**config.mk**
```make
export PLATFORM = sky130hd
export DESIGN_NAME = group_reverse_reorder
export DESIGN_NICKNAME = d
export VERILOG_FILES = /design/src/hdl/grr_pkg.sv /design/src/hdl/grr_ctrl.sv /design/src/hdl/grr_datapath.sv /design/src/hdl/group_reverse_reorder.sv
export SDC_FILE = /design/constraint.sdc
export NUM_CORES = 1
export LEC_CHECK = 0
export BUFFER_PORTS_ARGS = -buffer_cell sky130_fd_sc_hd__buf_2
export CAP_MARGIN = 15
export CORE_ASPECT_RATIO = 1.5
export CORE_MARGIN = 2
export CORE_UTILIZATION = 52
export DETAILED_ROUTE_END_ITERATION = 7
export PLACE_DENSITY = 0.69
export SYNTH_ARGS = -nofsm -noshare
export SYNTH_HDL_FRONTEND = slang
export SYNTH_HIERARCHICAL = 1
export SYNTH_SLANG_ARGS = --single-unit
```
**constraint.sdc**
```tcl
create_clock -name clk -period 4 [get_ports clk]
set_input_delay 0.6 -clock clk [delete_from_list [all_inputs] [get_ports clk]]
set_output_delay 0.6 -clock clk [all_outputs]
set_load 0.005 [all_outputs]
```
**src/hdl/grr_pkg.sv**
```systemverilog
// ---------------------------------------------------------------------------
// grr_pkg
// shared constants and controller/datapath interface types
// ---------------------------------------------------------------------------
`default_nettype none

package grr_pkg;

  localparam int MAX_GROUP_DEF    = 16;
  localparam int DATA_WIDTH_DEF   = 32;
  localparam int CFG_W            = 5;
  localparam int GROUP_SIZE_RESET = 3;

  // commands from controller to datapath
  typedef struct packed {
    logic accept;  // input transaction taken this cycle
    logic step;    // load the next result into the output register
  } grr_cmd_t;

  // status from datapath to controller
  typedef struct packed {
    logic emit_req;    // current input completes a group or ends the stream
    logic out_free;    // output register can take a result this cycle
    logic final_step;  // one result left in the current burst
  } grr_status_t;

endpackage

`default_nettype wire

```
**src/hdl/grr_ctrl.sv**
```systemverilog
// ---------------------------------------------------------------------------
// grr_ctrl
// fill/emit controller for the group reversal
// ---------------------------------------------------------------------------
`default_nettype none

module grr_ctrl (
  input  logic                clk,
  input  logic                rst,
  input  logic                in_valid,
  output logic                in_ready,
  input  grr_pkg::grr_status_t status,
  output grr_pkg::grr_cmd_t    cmd
);

  typedef enum logic {
    ST_FILL,
    ST_EMIT
  } state_t;

  state_t state;

  assign in_ready   = (state == ST_FILL);
  assign cmd.accept = in_valid && in_ready;
  assign cmd.step   = (state == ST_EMIT) && status.out_free;

  always_ff @(posedge clk) begin
    if (rst) begin
      state <= ST_FILL;
    end else begin
      unique case (state)
        ST_FILL: begin
          if (cmd.accept && status.emit_req) begin
            state <= ST_EMIT;
          end
        end
        ST_EMIT: begin
          if (cmd.step && status.final_step) begin
            state <= ST_FILL;
          end
        end
        default: begin
          state <= ST_FILL;
        end
      endcase
    end
  end

endmodule

`default_nettype wire

```
**src/hdl/grr_datapath.sv**
```systemverilog
// ---------------------------------------------------------------------------
// grr_datapath
// group buffer, fill and read counters, output register
// ---------------------------------------------------------------------------
`default_nettype none

module grr_datapath #(
  parameter int MAX_GROUP  = grr_pkg::MAX_GROUP_DEF,
  parameter int DATA_WIDTH = grr_pkg::DATA_WIDTH_DEF
) (
  input  logic                         clk,
  input  logic                         rst,
  input  logic                         cfg_valid,
  input  logic [grr_pkg::CFG_W-1:0]    cfg_data,
  input  logic signed [DATA_WIDTH-1:0] value,
  input  logic                         stream_last,
  input  grr_pkg::grr_cmd_t            cmd,
  output grr_pkg::grr_status_t         status,
  output logic signed [DATA_WIDTH-1:0] out_value,
  output logic                         run_last,
  output logic                         stream_end,
  output logic                         out_valid,
  input  logic                         out_ready
);

  localparam int AW   = $clog2(MAX_GROUP);
  localparam int SW   = $clog2(MAX_GROUP + 1);
  localparam int CmpW = (SW > grr_pkg::CFG_W) ? SW : grr_pkg::CFG_W;
  localparam logic [SW-1:0] SizeReset =
    SW'((grr_pkg::GROUP_SIZE_RESET > MAX_GROUP) ? MAX_GROUP : grr_pkg::GROUP_SIZE_RESET);

  logic signed [DATA_WIDTH-1:0] mem [MAX_GROUP];

  logic [SW-1:0]   group_size;
  logic [SW-1:0]   fill;
  logic [SW-1:0]   remain;
  logic [AW-1:0]   rd_idx;
  logic            reverse;
  logic            end_mark;

  logic [SW-1:0]   fill_inc;
  logic            group_full;
  logic [CmpW-1:0] cfg_ext;
  logic [SW-1:0]   cfg_eff;

  // zero reads as one, anything above the buffer depth saturates
  always_comb begin
    cfg_ext = CmpW'(cfg_data);
    if (cfg_ext == '0) begin
      cfg_eff = SW'(1);
    end else if (cfg_ext > CmpW'(MAX_GROUP)) begin
      cfg_eff = SW'(MAX_GROUP);
    end else begin
      cfg_eff = SW'(cfg_ext);
    end
  end

  assign fill_inc          = fill + SW'(1);
  assign group_full        = (fill_inc >= group_size);
  assign status.emit_req   = group_full || stream_last;
  assign status.out_free   = !out_valid || out_ready;
  assign status.final_step = (remain == SW'(1));

  always_ff @(posedge clk) begin
    if (rst) begin
      group_size <= SizeReset;
      fill       <= '0;
      out_valid  <= 1'b0;
    end else begin
      if (cfg_valid) begin
        group_size <= cfg_eff;
      end
      if (cmd.accept) begin
        fill <= status.emit_req ? '0 : fill_inc;
      end
      if (cmd.step) begin
        out_valid <= 1'b1;
      end else if (out_ready) begin
        out_valid <= 1'b0;
      end
    end
  end

  // group buffer
  always_ff @(posedge clk) begin
    if (cmd.accept) begin
      mem[fill[AW-1:0]] <= value;
    end
    if (cmd.step) begin
      out_value <= mem[rd_idx];
    end
  end

  // burst bookkeeping and result flags
  always_ff @(posedge clk) begin
    if (cmd.accept) begin
      remain   <= fill_inc;
      reverse  <= group_full;
      end_mark <= stream_last;
      rd_idx   <= group_full ? fill[AW-1:0] : '0;
    end
    if (cmd.step) begin
      run_last   <= status.final_step;
      stream_end <= status.final_step && end_mark;
      remain     <= remain - SW'(1);
      rd_idx     <= reverse ? rd_idx - AW'(1) : rd_idx + AW'(1);
    end
  end

endmodule

`default_nettype wire

```
**src/hdl/group_reverse_reorder.sv**
```systemverilog
// ---------------------------------------------------------------------------
// group_reverse_reorder
// reverses a stream of signed values in full groups (a short last group keeps its order) of group_size items
// ---------------------------------------------------------------------------
//
//   channel  | signals                                 | direction
//   ---------+-----------------------------------------+----------
//   input    | in_valid, in_ready, value, stream_last  | in
//   output   | out_valid, out_ready, out_value,        | out
//            | run_last, stream_end                    |
//   config   | cfg_valid, cfg_ready, cfg_data          | in
//
// an input that neither fills a group nor ends the stream is only written into the buffer
// one that does starts a burst of n results out of the group buffer, one per cycle
// while the output does not stall; input is held off until the last result is loaded
// output stalls stretch the burst; the buffer is read only where written
// reset clears state, fill count and output valid, and loads the reset group size
// the last result of a burst sits in the output register while new input is taken
// ---------------------------------------------------------------------------
`default_nettype none

module group_reverse_reorder #(
  parameter int MAX_GROUP  = grr_pkg::MAX_GROUP_DEF,
  parameter int DATA_WIDTH = grr_pkg::DATA_WIDTH_DEF
) (
  input  logic                         clk,
  input  logic                         rst,
  // input transaction
  input  logic                         in_valid,
  output logic                         in_ready,
  input  logic signed [DATA_WIDTH-1:0] value,
  input  logic                         stream_last,
  // result transaction
  output logic                         out_valid,
  input  logic                         out_ready,
  output logic signed [DATA_WIDTH-1:0] out_value,
  output logic                         run_last,
  output logic                         stream_end,
  // group size register write
  input  logic                         cfg_valid,
  output logic                         cfg_ready,
  input  logic [grr_pkg::CFG_W-1:0]    cfg_data
);

  grr_pkg::grr_cmd_t    cmd;
  grr_pkg::grr_status_t status;

  // register writes are always taken and land in the group size register
  assign cfg_ready = 1'b1;

  // sequencer: fill the buffer, then drain it as a burst
  grr_ctrl u_ctrl (
    .clk      (clk),
    .rst      (rst),
    .in_valid (in_valid),
    .in_ready (in_ready),
    .status   (status),
    .cmd      (cmd)
  );

  // buffer, counters and the output register
  grr_datapath #(
    .MAX_GROUP  (MAX_GROUP),
    .DATA_WIDTH (DATA_WIDTH)
  ) u_datapath (
    .clk         (clk),
    .rst         (rst),
    .cfg_valid   (cfg_valid && cfg_ready),
    .cfg_data    (cfg_data),
    .value       (value),
    .stream_last (stream_last),
    .cmd         (cmd),
    .status      (status),
    .out_value   (out_value),
    .run_last    (run_last),
    .stream_end  (stream_end),
    .out_valid   (out_valid),
    .out_ready   (out_ready)
  );

endmodule

`default_nettype wire

```
==> run summary, run 1 <==
Post-synthesis cell area: 21,700 um2
Via count: 9,470
Synth top cells by count: edfxtp_1 (557), mux4_2 (160), clkbuf_1 (27), inv_1 (17)
Final instance area: 24,500 um2
Worst relative slew slack: 0.346
Async set or reset register ratio after synthesis: 0
Clk slew on worst S/H paths: 60 ps
Maximum Capacitance Violations: 0
Largest stage delay, worst path: 550 ps
RD Place Congestion: 0.730
Synth Flop Type: edfxtp_1
Port Buffers: 78
Fin Clk Skew: 15.5 ps
Detail Route Antenna Nets: 0
Clock Path Buffers: 3
Req. time, crit path: 4490 ps
Total power: 12,900 uW
Setup Buffers After CTS: 0
CP Capture Type: flip-flop
TritonRoute pass-1 iters: 5
Pin count of the biggest net entering global routing: 89
Post-synth top area cell: edfxtp_1
H-tree depth: 2
Clock latency on the worst-skew pair: 570 ps
Crit-path cells: ha_1 > xor2_1 > ha_1 > a21o_1 > a31oi_1 > o21ai_1 > or4b_1 > a21oi_1
Hold Buf Count CTS: 0
HP Class: primary input to flip-flop
Clock root buffer master: clkbuf_16
Register area share after synthesis: 0.782
CP arrival: 3290 ps
Post-synthesis cell type count: 39
Fin. Hold Viols: 0
Layout cells sized above 1: 0.340
Post-synth EDFFs: 557
Core box area: 41,100 um2
Critical path class: flip-flop to flip-flop
Die extent in y: 254 um
Routed wire per std cell: 25.4 um
Synth Area per Inst: 23.9 um2
Detail Placement HPWL: 23,200 um
Area delta synth->final: 12.9%
Die area: 43,400 um2
PostCTS Resize Cnt: 0
1st-iter DRT viols: 922
Worst-path maximum fanout: 11
Initial core utilization: 0.528
Top cell by count, worst path: ha_1
Final period utilization: 0.698
Syn_nets: 965
Rows: 91
Vias/cell: 5.85
DP Area: 22,800 um2
Final setup vio count: 0
Critical path launch point type: flip-flop
Routed WL: 41,200 um
Synthesized flop and latch total: 569
GRT Total Usage: 0.197
Leakage: 0.00781 uW
CP bufs+invs: 0
FMAX: 0.358 GHz
Share of the synthesized area in the top cell type: 0.771
# diodes: 0
Chip Width: 171 um
I/O pin count: 80
Gate Count Post-Synth: 908
Final routed DRC violation total: 0
Largest cells by area after synthesis: edfxtp_1 (77%), mux4_2 (17%), dfxtp_1 (1.1%), ha_1 (0.75%), buf_6 (0.52%)
Min cycle time layout: 2790 ps
Number of synthesis warnings: 6
RSZ-0062 raised after global routing: no
# nets final: 1,078
Status: completed
Power Dens Cells: 527 nW/um2
Crit path max-delay family: compound AO/OA/AOI/OAI gates
Most frequent cell after synthesis: edfxtp_1
Slowest stage cell on the critical path: or4b_1
CTS tree: yes
First-pass GRT wire length: 62,600 um
Congestion Overflow GR: 0
Vias in the first global route: 10.1k
Setup tns final: 0 ps
Final Slew Violations: 0
Slew @ Worst Pin: 981 ps
Peak VDD IR: 332 uV
Clock sinks: 569
Inserted Clock Buffers: 50
Initial antenna violation count: 2
==> flip-flops by register name, summed over array words and instances (netlist names) <==
| signal | flops |
|---|---|
| u_datapath/end_mark | 1 |
| u_datapath/reverse | 1 |
| u_datapath/stream_end | 1 |
| u_datapath/out_valid | 1 |
| u_datapath/run_last | 1 |
| u_datapath/mem | 512 |
| u_ctrl/state | 1 |
| u_datapath/group_size | 5 |
| u_datapath/fill | 5 |
| u_datapath/out_value | 32 |
| u_datapath/remain | 5 |
| u_datapath/rd_idx | 4 |
==> stage by stage <==
stage	setup WS, ps	cells	hold slack [ps]	util
after global placement	1320	1527	459	0.555
after global routing	991	1620	309	0.595
after floorplan	1580	908	446	-
final	1210	1620	316	0.595
after CTS	1250	1620	288	0.595
after detailed placement	1300	1527	457	0.555
==> power breakdown <==
group | internal [uW] | total, uW | leakage (uW) | switching, uW
Combinational | 648 | 1270 | 0.00184 | 620
Clock | 2810 | 4870 | 0.000825 | 2060
Sequential | 6700 | 6770 | 0.00515 | 65.5
Total | 10200 | 12900 | 0.00781 | 2750
==> logic make-up (layout without fill, tap and decap cells) <==
| kind of cell | Yosys count | after routing | share of synthesized area |
|---|---|---|---|
| other cells | 1 | 1 | 0.000173 |
| flops | 569 | 569 | 0.782 |
| simple gates | 63 | 63 | 0.0156 |
| fa+ha+maj | 14 | 14 | 0.00842 |
| mux | 162 | 162 | 0.167 |
| compound gates | 28 | 28 | 0.00802 |
| buf+inv | 62 | 216 | 0.0147 |
| xor+xnor | 9 | 9 | 0.00364 |
==> worst min-delay path, cell delays in order <==
cell	delay, ps
buf_2	110
nand3b_1	70
a21oi_1	60
==> worst paths after layout <==
path                                          startpoint                  endpoint  slack [ps]  cells past startpoint
worst max-delay path                  u_datapath/fill[0]        u_datapath/fill[0]        1210                      8
worst min-delay path                         cfg_data[3]  u_datapath/group_size[3]         320                      3
worst max register to register        u_datapath/fill[0]        u_datapath/fill[0]        1210                      8
worst min register to register  u_datapath/group_size[3]  u_datapath/group_size[3]         470                      2
==> placed cells by master (no fill, tap or decap), drive strengths merged, types with 2 or more instances in the layout <==
cell    synthesis  routed
and2           11      11
nand2          13      13
inv            17      18
a21o            2       2
buf            18     106
ha             13      13
nor2           11      11
o21ai           7       7
xnor2           6       6
clkbuf         27      63
mux4          160     160
nand3           4       4
xor2            3       3
o32a            3       3
nand2b          6       6
mux2i           2       2
nor3            2       2
bufinv          0       6
a21oi          11      11
dfxtp          12      12
clkinv          0      22
edfxtp        557     557
and3           10      10
==> metal layers <==
| metal | vias to the layer above | wire length [um] | GRT usage | share of wire |
|---|---|---|---|---|
| li1 | 4067 | - | - | - |
| met1 | 5069 | 16500 | 0.264 | 0.40 |
| met2 | 260 | 21800 | 0.340 | 0.53 |
| met3 | 70 | 1950 | 0.0291 | 0.047 |
| met4 | 4 | 913 | 0.0586 | 0.022 |
| met5 | - | 27 | 0 | 0.00066 |
==> area by class of cell <==
class | count | area (um2)
Timing Repair Buffer | 106 | 651
Fill cell | 2858 | 16600
Multi-Input combinational cell | 277 | 4420
Clock inverter | 30 | 313
Tap cell | 558 | 698
Inverter | 17 | 63.8
Sequential cell | 569 | 17000
Clock buffer | 63 | 1360
(Power assumes the default switching activity.)
==> inputs of run 2 (changes only) <==
--- a/config.mk
+++ b/config.mk
@@ -5,6 +5,7 @@
 export SDC_FILE = /design/constraint.sdc
 export NUM_CORES = 1
 export LEC_CHECK = 0
+export ABC_AREA = 1
 export BUFFER_PORTS_ARGS = -buffer_cell sky130_fd_sc_hd__buf_2
 export CAP_MARGIN = 15
 export CORE_ASPECT_RATIO = 1.5
==> constraint.sdc (replaced) <==
create_clock -name clk -period 2.88 [get_ports clk]
set_input_delay 0.432 -clock clk [delete_from_list [all_inputs] [get_ports clk]]
set_output_delay 0.432 -clock clk [all_outputs]
set_load 0.005 [all_outputs]
==> run summary, run 2 <==
Status: completed
Detail Placement HPWL: 27,400 um (+18%)
Synth Flop Type: edfxtp_1
CP Capture Type: flip-flop
Post-synthesis cell area: 22,800 um2 (+5.0%)
Clk slew on worst S/H paths: 60 ps (about the same)
Post-synth EDFFs: 557 (unchanged)
Die extent in y: 260 um (+2.4%)
Critical path launch point type: flip-flop
Detail Route Antenna Nets: 0 (unchanged)
Port Buffers: 78 (unchanged)
Slew @ Worst Pin: 861 ps (-119 ps)
GRT Total Usage: 0.233 (+0.0359)
Most common cell after layout, fill and taps aside: edfxtp_1
Sw Ratio: 0.275 (+0.0625)
Maximum Capacitance Violations: 0 (unchanged)
Worst-path maximum fanout: 8 (-3)
Clock latency on the worst-skew pair: 570 ps (about the same)
Post-synthesis cell type count: 27 (-31%)
1st-iter DRT viols: 1,554 (+69%)
Req. time, crit path: 3180 ps (-1310 ps)
First-pass GRT wire length: 80,700 um (+29%)
Power Dens Cells: 770 nW/um2 (+46%)
Async set or reset register ratio after synthesis: 0 (unchanged)
Synth Area per Inst: 12.4 um2 (-48%)
Congestion Overflow GR: 0 (unchanged)
Number of fill cells in the layout: 3,376 (+18%)
Setup Buffers After CTS: 0 (unchanged)
Most frequent cells in the layout: edfxtp_1 (557), nor2_1 (444), nand3_1 (201)
CP arrival: 2870 ps (-420 ps)
Inserted Clock Buffers: 50 (unchanged)
WL met1: 21,000 um (+27%)
Initial antenna violation count: 2 (unchanged)
Area delta synth->final: 12.6%
FMAX: 0.389 GHz (+8.6%)
Worst relative slew slack: 0.426 (+0.0795)
Min cycle time layout: 2570 ps (-222 ps)
Vias in the first global route: 14.3k (+42%)
Slowest stage cell on the critical path: dfxtp_1
Final setup vio count: 0 (unchanged)
Vias/cell: 5.74 (-1.8%)
Via count: 14.4k (+52%)
Syn_nets: 1,894 (+96%)
Clock root buffer master: clkbuf_16
Fin Clk Skew: 11.5 ps (-4.04 ps)
Largest stage delay, worst path: 480 ps (-70 ps)
Clock Path Buffers: 3 (unchanged)
Routed WL: 53,200 um (+29%)
Setup slack, reg-to-reg: 310 ps (-900 ps)
Chip Width: 175 um (+2.4%)
I/O pin count: 80 (unchanged)
Reg power frac: 0.487 (-0.037)
Critical path class: flip-flop to flip-flop
Clock sinks: 569 (unchanged)
PostCTS Resize Cnt: 0 (unchanged)
HP Class: primary input to flip-flop
Internal: 14,300 uW (+41%)
Routed wire per std cell: 21.1 um (-17%)
H-tree depth: 2 (unchanged)
Fin cells: 2,515 (+55%)
Gate Count Post-Synth: 1,837 (+100%)
# nets final: 1,963 (+82%)
Clock power frac: 0.330 (-0.047)
Layout cells sized above 1: 0.111 (-0.229)
Post-synth top area cell: edfxtp_1
Max FFs per register: 512 (unchanged)
Largest cells by area after synthesis: edfxtp_1 (73%), nor2_1 (7.6%), nand3_1 (4.4%), o21ai_0 (4.1%), nand2_1 (1.9%)
Final period utilization: 0.893 (+0.194)
Crit-path cells: ha_1 > nand3_1 > nand2_1 > nand2_1 > ha_1 > nand2_1 > inv_1 > a21oi_1 > nand2_1 > nand3_1 > o21ai_0
Top cell by count, worst path: nand2_1
Register area share after synthesis: 0.745 (-0.0372)
Share of the synthesized area in the top cell type: 0.735 (-0.0367)
Top Layer Used: met5
Pin count of the biggest net entering global routing: 128 (+44%)
Comb pwr share: 0.183 (+0.085)
Routed met2 length: 26,700 um (+23%)
Rows: 93 (+2.2%)
Final Slew Violations: 0 (unchanged)
P_sw: 5430 uW (+98%)
Number of synthesis warnings: 6 (unchanged)
Peak VDD IR: 459 uV (+38%)
Placed Instances: 2,424 (+59%)
Most frequent cell after synthesis: edfxtp_1
RSZ-0062 raised after global routing: no
Synth top cells by count: edfxtp_1 (557), nor2_1 (460), nand3_1 (201), o21ai_0 (186), nand2_1 (115)
Synthesized flop and latch total: 569 (unchanged)
CTS tree: yes
WL met3: 4150 um (+110%)
Fin. Hold Viols: 0 (unchanged)
Total power: 19,700 uW (+53%)
TritonRoute pass-1 iters: 5 (unchanged)
Leakage: 0.00883 uW (+13%)
Core box area: 43,100 um2 (+4.7%)
Die area: 45,500 um2 (+4.9%)
Final routed DRC violation total: 0 (unchanged)
RD Place Congestion: 0.821 (+13%)
Initial core utilization: 0.529 (+0.00124)
Hold Buf Count CTS: 0 (unchanged)
-- run 2: cell count changes after synthesis, moves of 7 or more --
| cell | previous run | this run |
|---|---|---|
| o21ai_1 | 2 | 44 |
| and3_1 | 10 | 0 |
| buf_2 | 5 | 36 |
| and2_1 | 10 | 0 |
| o21ai_0 | 5 | 186 |
| buf_4 | 1 | 18 |
| nor2_1 | 11 | 460 |
| nand4_1 | 0 | 7 |
| inv_1 | 17 | 64 |
| mux4_2 | 160 | 0 |
| buf_1 | 2 | 18 |
| o211ai_1 | 0 | 39 |
| nand3_1 | 4 | 201 |
| nand2_1 | 13 | 115 |
-- run 2: final timing paths --
path / depth (start not counted) / from / endpoint
hold / removal: 1 / stream_last / u_datapath/end_mark
hold reg to reg: 2 / u_datapath/group_size[3] / u_datapath/group_size[3]
setup reg to reg: 11 / u_datapath/fill[0] / u_datapath/rd_idx[1]
setup / recovery: 11 / u_datapath/fill[0] / u_datapath/rd_idx[1]
-- run 2: final cells by class --
type | instances | area, um2 | area share
Sequential cell | 569 | 17000 | 0.662
Multi-Input combinational cell | 1090 | 5100 | 0.199
Clock buffer | 63 | 1360 | 0.0532
Timing Repair Buffer | 127 | 996 | 0.0389
Tap cell | 570 | 713 | 0.0278
Inverter | 68 | 263 | 0.0103
Clock inverter | 27 | 221 | 0.00864
Antenna cell | 1 | 2.50 | 0.0000976
-- run 2: power by group through the flow --
stage	clock, uW	combinational [uW]	sequential (uW)
after global routing	6890	3990	9620
after CTS	6620	3590	9600
after global placement	0	3480	9770
after detailed placement	0	3570	9780
after floorplan	0	2410	9740
final	6520	3610	9600
-- run 2: kinds of logic after synthesis --
| group | after synthesis | synth area share |
|---|---|---|
| simple gates | 787 | 0.142 |
| flops | 569 | 0.745 |
| compound gates | 283 | 0.0668 |
| buf+inv | 178 | 0.0359 |
| fa+ha+maj | 14 | 0.00802 |
| xor+xnor | 5 | 0.00192 |
| other cells | 1 | 0.000165 |
-- run 2: layer usage --
layer	vias to the layer above	GRT usage
li1	6652	-
met1	7110	0.311
met2	587	0.399
met3	87	0.0290
met4	2	0.0792
met5	-	0
-- run 2: stage by stage --
stage / util / instance area (um2) / hold slack (ps) / TNS [ps] / setup slack, ps
final: 0.595 / 25600 / 56.6 / 0 / 309
after global routing: 0.595 / 25600 / 34.0 / 0 / 5.14
after CTS: 0.595 / 25600 / 33.6 / 0 / 364
after detailed placement: 0.558 / 24000 / 456 / 0 / 358
after global placement: 0.558 / 24000 / 457 / 0 / 485
after floorplan: - / 22800 / 438 / -24570 / -51.6
-- run 2: worst max-delay path: cells and delay by family (launching register included) --
family / cells / cell delay [ps]
simple gates: 6 / 700
buf+inv: 1 / 50
fa+ha+maj: 2 / 600
compound gates: 2 / 480
flops: 1 / 480
